$ cat config.mk
export PLATFORM = sky130hd
export DESIGN_NAME = deadline_ordered_timer_queue_unit
export DESIGN_NICKNAME = d
export VERILOG_FILES = /design/src/hdl/dotq_pkg.sv /design/src/hdl/dotq_ram.sv /design/src/hdl/deadline_ordered_timer_queue_unit.sv
export SDC_FILE = /design/constraint.sdc
export NUM_CORES = 2
export LEC_CHECK = 0
export BUFFER_PORTS_ARGS = -buffer_cell sky130_fd_sc_hd__buf_2
export CORE_MARGIN = 2
export CORE_UTILIZATION = 36
export DETAILED_ROUTE_END_ITERATION = 8
export GPL_TIMING_DRIVEN = 1
export PLACE_DENSITY = 0.51
export SETUP_SLACK_MARGIN = 0.5
export SYNTH_ARGS = -nofsm -noshare
export SYNTH_HDL_FRONTEND = slang
export SYNTH_SLANG_ARGS = --single-unit
$ cat constraint.sdc
create_clock -name clk -period 57.9 [get_ports clk]
set_input_delay 2.895 -clock clk [delete_from_list [all_inputs] [get_ports clk]]
set_output_delay 2.895 -clock clk [all_outputs]
set_load 0.02 [all_outputs]
$ cat src/hdl/dotq_pkg.sv
// ----------------------------------------------------------------------------
// dotq_pkg
// Shared constants for the deadline ordered timer queue: field widths, a
// per-request result limit, operation codes and status codes.
// ----------------------------------------------------------------------------
`default_nettype none

package dotq_pkg;

  // Field widths of a deadline, of a reported handle and of a status code.
  localparam int SEC_W        = 32;
  localparam int NSEC_W       = 30;
  localparam int KEY_W        = SEC_W + NSEC_W;
  localparam int HANDLE_OUT_W = 32;
  localparam int STATUS_W     = 2;

  // At most this many handles are removed by one expire request.
  localparam int MAX_RESULTS = 16;

  // Operation codes.
  localparam logic OP_INSERT = 1'b0;
  localparam logic OP_EXPIRE = 1'b1;

  // Status codes.
  localparam logic [STATUS_W-1:0] STATUS_OK    = 2'd0;
  localparam logic [STATUS_W-1:0] STATUS_FULL  = 2'd1;
  localparam logic [STATUS_W-1:0] STATUS_EMPTY = 2'd2;

endpackage

`default_nettype wire

$ cat src/hdl/dotq_ram.sv
// ----------------------------------------------------------------------------
// dotq_ram
// Generic single write port, single read port RAM with registered read data.
// ----------------------------------------------------------------------------
`default_nettype none

module dotq_ram #(
  parameter int WIDTH = 8,
  parameter int DEPTH = 16
) (
  input  wire logic                     clk,
  input  wire logic                     we,
  input  wire logic [$clog2(DEPTH)-1:0] waddr,
  input  wire logic [WIDTH-1:0]         wdata,
  input  wire logic [$clog2(DEPTH)-1:0] raddr,
  output logic      [WIDTH-1:0]         rdata
);

  logic [WIDTH-1:0] mem [DEPTH];

  // Write port and registered read port.
  always_ff @(posedge clk) begin
    if (we) begin
      mem[waddr] <= wdata;
    end
    rdata <= mem[raddr];
  end

endmodule

`default_nettype wire

$ cat src/hdl/deadline_ordered_timer_queue_unit.sv
// ----------------------------------------------------------------------------
// deadline_ordered_timer_queue_unit
// Queue of pending timed actions kept sorted by deadline in a circular RAM.
// Insert walks from the tail towards the head, moving later entries up one
// place; expire pops the head group and reports the new head deadline.
// ----------------------------------------------------------------------------
// Channel  | Handshake              | Payload
// request  | start in, busy out     | opcode, deadline_sec, deadline_nsec,
//          |                        | action_handle
// result   | result_valid out       | status, fired_handle, last_fired,
//          |                        | rearm_needed, queue_nonempty, next_sec,
//          |                        | next_nsec
//
// Every entry visited takes a RAM read step and a compare step, because the
// RAM read data is registered. An insert stays busy while it walks past each
// entry with a later deadline and writes the new entry; an expire stays busy
// while it reads each entry of the group and, unless it empties the queue,
// the entry after it. Queue full and queue empty answers never raise busy
// and come in the cycle after the request. Reset empties the queue at once.
// Results are shown for one cycle each and cannot be held off.
// ----------------------------------------------------------------------------
`default_nettype none

module deadline_ordered_timer_queue_unit #(
  parameter int QUEUE_DEPTH = 16,
  parameter int HANDLE_BITS = 32
) (
  input  wire logic        clk,
  input  wire logic        rst,
  input  wire logic        start,
  output logic             busy,
  input  wire logic        opcode,
  input  wire logic [31:0] deadline_sec,
  input  wire logic [29:0] deadline_nsec,
  input  wire logic [31:0] action_handle,
  output logic             result_valid,
  output logic [1:0]       status,
  output logic [31:0]      fired_handle,
  output logic             last_fired,
  output logic             rearm_needed,
  output logic             queue_nonempty,
  output logic [31:0]      next_sec,
  output logic [29:0]      next_nsec
);

  localparam int ADDR_W  = $clog2(QUEUE_DEPTH);
  localparam int CNT_W   = $clog2(QUEUE_DEPTH + 1);
  localparam int KEY_W   = dotq_pkg::KEY_W;
  localparam int ENTRY_W = KEY_W + HANDLE_BITS;

  // Sequencer states.
  localparam logic [2:0] S_IDLE = 3'd0;
  localparam logic [2:0] S_IRD  = 3'd1;
  localparam logic [2:0] S_IDAT = 3'd2;
  localparam logic [2:0] S_ERD  = 3'd3;
  localparam logic [2:0] S_EDAT = 3'd4;
  localparam logic [2:0] S_EFIN = 3'd5;

  logic [2:0]             state;
  logic [CNT_W-1:0]       count;
  logic [ADDR_W-1:0]      head;
  logic [KEY_W-1:0]       head_key;
  logic [CNT_W-1:0]       idx;
  logic [KEY_W-1:0]       req_key;
  logic [HANDLE_BITS-1:0] req_handle;
  logic [HANDLE_BITS-1:0] pend_handle;

  logic                   ram_we;
  logic [ADDR_W-1:0]      ram_waddr;
  logic [ENTRY_W-1:0]     ram_wdata;
  logic [ADDR_W-1:0]      ram_raddr;
  logic [ENTRY_W-1:0]     ram_rdata;

  logic [KEY_W-1:0]       rd_key;
  logic [HANDLE_BITS-1:0] rd_handle;
  logic [63:0]            in_handle_ext;
  logic [63:0]            pend_ext;
  logic                   in_group;
  logic [CNT_W-1:0]       idx_inc;

  // Maps a place in the queue to a RAM address, wrapping once at the depth.
  function automatic logic [ADDR_W-1:0] phys(input logic [ADDR_W-1:0] base,
                                             input logic [CNT_W-1:0]  ofs);
    logic [CNT_W:0] sum;
    sum = (CNT_W + 1)'(base) + (CNT_W + 1)'(ofs);
    if (sum >= (CNT_W + 1)'(QUEUE_DEPTH)) begin
      sum = sum - (CNT_W + 1)'(QUEUE_DEPTH);
    end
    return sum[ADDR_W-1:0];
  endfunction

  dotq_ram #(
    .WIDTH (ENTRY_W),
    .DEPTH (QUEUE_DEPTH)
  ) u_ram (
    .clk   (clk),
    .we    (ram_we),
    .waddr (ram_waddr),
    .wdata (ram_wdata),
    .raddr (ram_raddr),
    .rdata (ram_rdata)
  );

  // Entry fields and handle width conversions.
  assign rd_key        = ram_rdata[ENTRY_W-1:HANDLE_BITS];
  assign rd_handle     = ram_rdata[HANDLE_BITS-1:0];
  assign in_handle_ext = {32'd0, action_handle};
  assign pend_ext      = 64'(pend_handle);
  assign idx_inc       = idx + CNT_W'(1);
  assign busy          = (state != S_IDLE);

  // Entries with the head deadline form the group, up to the per-request limit.
  assign in_group = (int'(idx) < dotq_pkg::MAX_RESULTS) &&
                    ((idx == '0) || (rd_key == head_key));

  // RAM access for the current step.
  always_comb begin
    ram_we    = 1'b0;
    ram_waddr = phys(head, idx);
    ram_wdata = {req_key, req_handle};
    ram_raddr = phys(head, idx);
    case (state)
      S_IRD: begin
        if (idx == '0) begin
          ram_we = 1'b1;
        end else begin
          ram_raddr = phys(head, idx - CNT_W'(1));
        end
      end
      S_IDAT: begin
        ram_we = 1'b1;
        if (rd_key > req_key) begin
          ram_wdata = ram_rdata;
        end
      end
      default: begin
      end
    endcase
  end

  // Sequencer, queue bookkeeping and result register.
  always_ff @(posedge clk) begin
    if (rst) begin
      state        <= S_IDLE;
      count        <= '0;
      head         <= '0;
      result_valid <= 1'b0;
    end else begin
      result_valid <= 1'b0;
      case (state)
        S_IDLE: begin
          if (start) begin
            req_key    <= {deadline_sec, deadline_nsec};
            req_handle <= in_handle_ext[HANDLE_BITS-1:0];
            idx        <= '0;
            if (opcode == dotq_pkg::OP_INSERT) begin
              if (count == CNT_W'(QUEUE_DEPTH)) begin
                result_valid   <= 1'b1;
                status         <= dotq_pkg::STATUS_FULL;
                fired_handle   <= '0;
                last_fired     <= 1'b1;
                rearm_needed   <= 1'b0;
                queue_nonempty <= 1'b1;
                next_sec       <= head_key[KEY_W-1:dotq_pkg::NSEC_W];
                next_nsec      <= head_key[dotq_pkg::NSEC_W-1:0];
              end else begin
                idx   <= count;
                state <= S_IRD;
              end
            end else begin
              if (count == '0) begin
                result_valid   <= 1'b1;
                status         <= dotq_pkg::STATUS_EMPTY;
                fired_handle   <= '0;
                last_fired     <= 1'b1;
                rearm_needed   <= 1'b0;
                queue_nonempty <= 1'b0;
                next_sec       <= '0;
                next_nsec      <= '0;
              end else begin
                state <= S_ERD;
              end
            end
          end
        end
        S_IRD: begin
          if (idx == '0) begin
            // The new entry lands at the head.
            head_key       <= req_key;
            count          <= count + CNT_W'(1);
            result_valid   <= 1'b1;
            status         <= dotq_pkg::STATUS_OK;
            fired_handle   <= '0;
            last_fired     <= 1'b1;
            rearm_needed   <= 1'b1;
            queue_nonempty <= 1'b1;
            next_sec       <= req_key[KEY_W-1:dotq_pkg::NSEC_W];
            next_nsec      <= req_key[dotq_pkg::NSEC_W-1:0];
            state          <= S_IDLE;
          end else begin
            state <= S_IDAT;
          end
        end
        S_IDAT: begin
          if (rd_key > req_key) begin
            // Later entry moved up one place; keep walking towards the head.
            idx   <= idx - CNT_W'(1);
            state <= S_IRD;
          end else begin
            count          <= count + CNT_W'(1);
            result_valid   <= 1'b1;
            status         <= dotq_pkg::STATUS_OK;
            fired_handle   <= '0;
            last_fired     <= 1'b1;
            rearm_needed   <= 1'b0;
            queue_nonempty <= 1'b1;
            next_sec       <= head_key[KEY_W-1:dotq_pkg::NSEC_W];
            next_nsec      <= head_key[dotq_pkg::NSEC_W-1:0];
            state          <= S_IDLE;
          end
        end
        S_ERD: begin
          state <= S_EDAT;
        end
        S_EDAT: begin
          if (in_group) begin
            // The previous member is now known not to be the last one.
            if (idx != '0) begin
              result_valid   <= 1'b1;
              status         <= dotq_pkg::STATUS_OK;
              fired_handle   <= pend_ext[31:0];
              last_fired     <= 1'b0;
              rearm_needed   <= 1'b0;
              queue_nonempty <= 1'b0;
              next_sec       <= '0;
              next_nsec      <= '0;
            end
            pend_handle <= rd_handle;
            idx         <= idx_inc;
            state       <= (idx_inc < count) ? S_ERD : S_EFIN;
          end else begin
            // This entry ends the group and becomes the new head.
            head           <= phys(head, idx);
            count          <= count - idx;
            head_key       <= rd_key;
            result_valid   <= 1'b1;
            status         <= dotq_pkg::STATUS_OK;
            fired_handle   <= pend_ext[31:0];
            last_fired     <= 1'b1;
            rearm_needed   <= 1'b1;
            queue_nonempty <= 1'b1;
            next_sec       <= rd_key[KEY_W-1:dotq_pkg::NSEC_W];
            next_nsec      <= rd_key[dotq_pkg::NSEC_W-1:0];
            state          <= S_IDLE;
          end
        end
        S_EFIN: begin
          // The whole queue expired.
          head           <= phys(head, idx);
          count          <= '0;
          result_valid   <= 1'b1;
          status         <= dotq_pkg::STATUS_OK;
          fired_handle   <= pend_ext[31:0];
          last_fired     <= 1'b1;
          rearm_needed   <= 1'b0;
          queue_nonempty <= 1'b0;
          next_sec       <= '0;
          next_nsec      <= '0;
          state          <= S_IDLE;
        end
        default: begin
          state <= S_IDLE;
        end
      endcase
    end
  end

endmodule

`default_nettype wire

==> flow_summary.toml <==
[routing]
wl_mm = 200
dr.pass1.iters = 9
antenna_left = 0
wl_met3_mm = 7.78
top_layer = "met5"
routed-wl-met2_mm = 101
drcViolationCount = 0
wire_per_inst_um = 28.4
vias = 37200
wl_met1_mm = 83.6
routed_via_density = 5.29
drt_iter0_markers = 3636

[synthesis]
netlist_instances = 3825
synth-main-ff-cell = "edfxtp_1"
yosysTopAreaCellShare = 0.726
netlist_area_sq_um = 74300
synth_edf_count = 1796
postSynthAreaPerCell_sq_um = 19.4
ys_seq_area_frac = 0.755
yosys_warnings = 0
ys_async_sr_fraction = 0
yosysUniqueCellTypes = 51
synth_nets = 4004
ys_ff_latch = 1903
yosysTopAreaCell = "edfxtp_1"
synthTopCellsByArea = "edfxtp_1, mux4_2, dfxtp_1, ha_1, mux2i_1"

[power_and_ir_drop]
power.share.clock = 0.352
leakage_nw = 28.2
internal_power_mw = 2.67
seqPwrFrac = 0.457
switching_share = 0.278
ir_drop_v = 0.0000371
power_frac_comb = 0.190
powerDensity_nw_per_um2 = 43.1
p_sw_mw = 1.03

[layout]
post-route-util = 0.419
final_common_cell = "edfxtp_1"
syn_to_final_growth_pct = 15.6
layout-drive-gt1-share = 0.250
fillers = 18100
layout_common_cells = "edfxtp_1, mux4_2, clkbuf_16"
fin_nets = 4349

[worst_setup_path]
critPathLaunchType = "register"
cp_top_family = "buffers and inverters"
worst-setup-path-type = "register to register"
cp_common_cell = "buf_4"
cpPeakStageDelay_ns = 0.88
cp-end-kind = "register"
critPathArrivalTime_ns = 6.02
cp.required_ns = 58.44
cpMaxStageDelayCell = "nor4_1"
path_cells = "inv_1 > ha_1 > nand4_1 > nor4_1 > nand4_1 > a22oi_1 > nor3_1 > a211oi_4 > buf_4 > buf_4 > buf_4 > mux2_2"
cp_max_fo = 43
critPathBufInv = 4

[sta]
setup_viol = 0
finalMaxSlewViolations = 0
tightest_slew_ns = 1.23
timing.fmax_ghz = 0.183
fin_crit_ns = 5.48
slew_headroom = 0.176
clock_skew_ns = 0.0313
rsz0062_at_grt = "false"
finalCritPeriodShare = 0.0946
final-hold-violation-count = 0
finalSetupTns_ns = 0

[clocking]
post_cts_buffers = 0
clkSlewWorstSetupHoldPaths_ns = 0.06
clock_sinks = 1903
cts_buffers = 200
holdBufCountCts = 0
clockBufferDepth = 3
clkLatencyLatePin_ns = 0.85
clockRootBuffer = "clkbuf_16"
htreeDepth = 4
cts_tree = "done"
cts-resized-gates = 0

[min_path]
hold_class = "register to register"

[floorplanning]
rows = 166
die_h_um = 458
coreArea_sq_um = 205000
fp.dieW_um = 458
io-pin-count = 199
initial_utilization = 0.363
dieArea_sq_um = 210000

[place]
portBuffers = 198
gp_congestion = 0.838
detailed_place_hpwl_mm = 111

[global_route]
grt_pass1_wl_mm = 285
grt_max_degree = 136
grt.total_usage = 0.189
first_global_vias = 38400
gr-total-overflow = 0
antenna_found_initial = 5

[run]
drv_cap = 0

[status]
status = "complete, no violations"
==> registers in the layout, indices dropped and copies added (netlist names) <==
register,flops
idx,5
status,2
next_nsec,30
pend_handle,32
next_sec,32
count,5
head_key,62
rearm_needed,1
req_handle,32
u_ram.rdata,94
fired_handle,32
u_ram.mem,1504
result_valid,1
last_fired,1
state,3
queue_nonempty,1
req_key,62
head,4
==> layout make-up <==
class / count / area (sq um) / share of cell area
flip-flops and latches: 1903 / 56100 / 0.654
multi-input cells: 1567 / 17000 / 0.198
clock buffers: 252 / 5300 / 0.0618
well taps: 2688 / 3360 / 0.0392
repair buffers: 342 / 2130 / 0.0249
clock inverters: 123 / 1370 / 0.0160
inverters: 156 / 586 / 0.00682
diodes: 1 / 2.50 / 0.0000292
==> metal layers <==
metal / global-route usage / up-vias
li1: - / 16200
met1: 0.244 / 19800
met2: 0.325 / 930
met3: 0.0254 / 300
met4: 0.0737 / 4
met5: 0 / -
==> stage by stage <==
| stage | std cells | hold slack [ns] | instance area [sq um] | total power, mW | setup WS (ns) |
|---|---|---|---|---|---|
| floorplan | 3825 | 0.403 | 74300 | 2.18 | 38.24 |
| global placement | 6656 | 0.429 | 79100 | 2.43 | 52.39 |
| detailed placement | 6656 | 0.422 | 79100 | 2.43 | 52.38 |
| CTS | 7031 | 0.435 | 85800 | 3.74 | 52.44 |
| global route | 7031 | 0.444 | 85800 | 3.84 | 52.07 |
| finish | 7032 | 0.436 | 85800 | 3.69 | 52.42 |
==> worst paths after layout <==
check                       from                end  slack (ns)  cells past startpoint
setup / recovery     req_key[27]  u_ram.mem[13][29]       52.42                     12
hold / removal    u_ram.rdata[0]     pend_handle[0]        0.44                      0
hold reg to reg   u_ram.rdata[0]     pend_handle[0]        0.44                      0
setup reg to reg     req_key[27]  u_ram.mem[13][29]       52.42                     12
==> cell usage after synthesis, types with 3 or more instances <==
library cell	n
nor4_1	11
o21ai_0	144
o41ai_1	6
and2_1	33
nand3_1	14
nor2_1	46
buf_4	6
dfxtp_1	107
xor2_1	28
buf_2	90
fa_1	3
mux2_2	33
nand2b_1	7
o22ai_1	5
nor3_1	17
mux4_2	376
mux2i_1	97
a222oi_1	64
buf_1	10
a2111oi_0	5
a211oi_1	99
clkbuf_1	93
a22oi_1	4
a21oi_1	133
nor2b_1	104
ha_1	78
nand4_1	22
edfxtp_1	1796
nand2_1	160
o21a_1	5
and3_1	3
a21o_1	8
xnor2_1	37
inv_1	156
==> cells by family after synthesis <==
| kind of cell | count (synthesis) | share of synthesized area |
|---|---|---|
| fa+ha+maj | 81 | 0.0140 |
| xor+xnor | 66 | 0.00789 |
| mux | 506 | 0.132 |
| simple gates | 424 | 0.0286 |
| flops | 1903 | 0.755 |
| compound gates | 490 | 0.0425 |
| buf+inv | 355 | 0.0198 |
==> power groups by stage <==
| stage | clock network [mW] | registers [mW] | logic, mW |
|---|---|---|---|
| floorplan | 0 | 1.70 | 0.480 |
| global placement | 0 | 1.72 | 0.716 |
| detailed placement | 0 | 1.72 | 0.718 |
| CTS | 1.33 | 1.69 | 0.720 |
| global route | 1.38 | 1.70 | 0.764 |
| finish | 1.30 | 1.69 | 0.703 |
(Power assumes the default switching activity.)
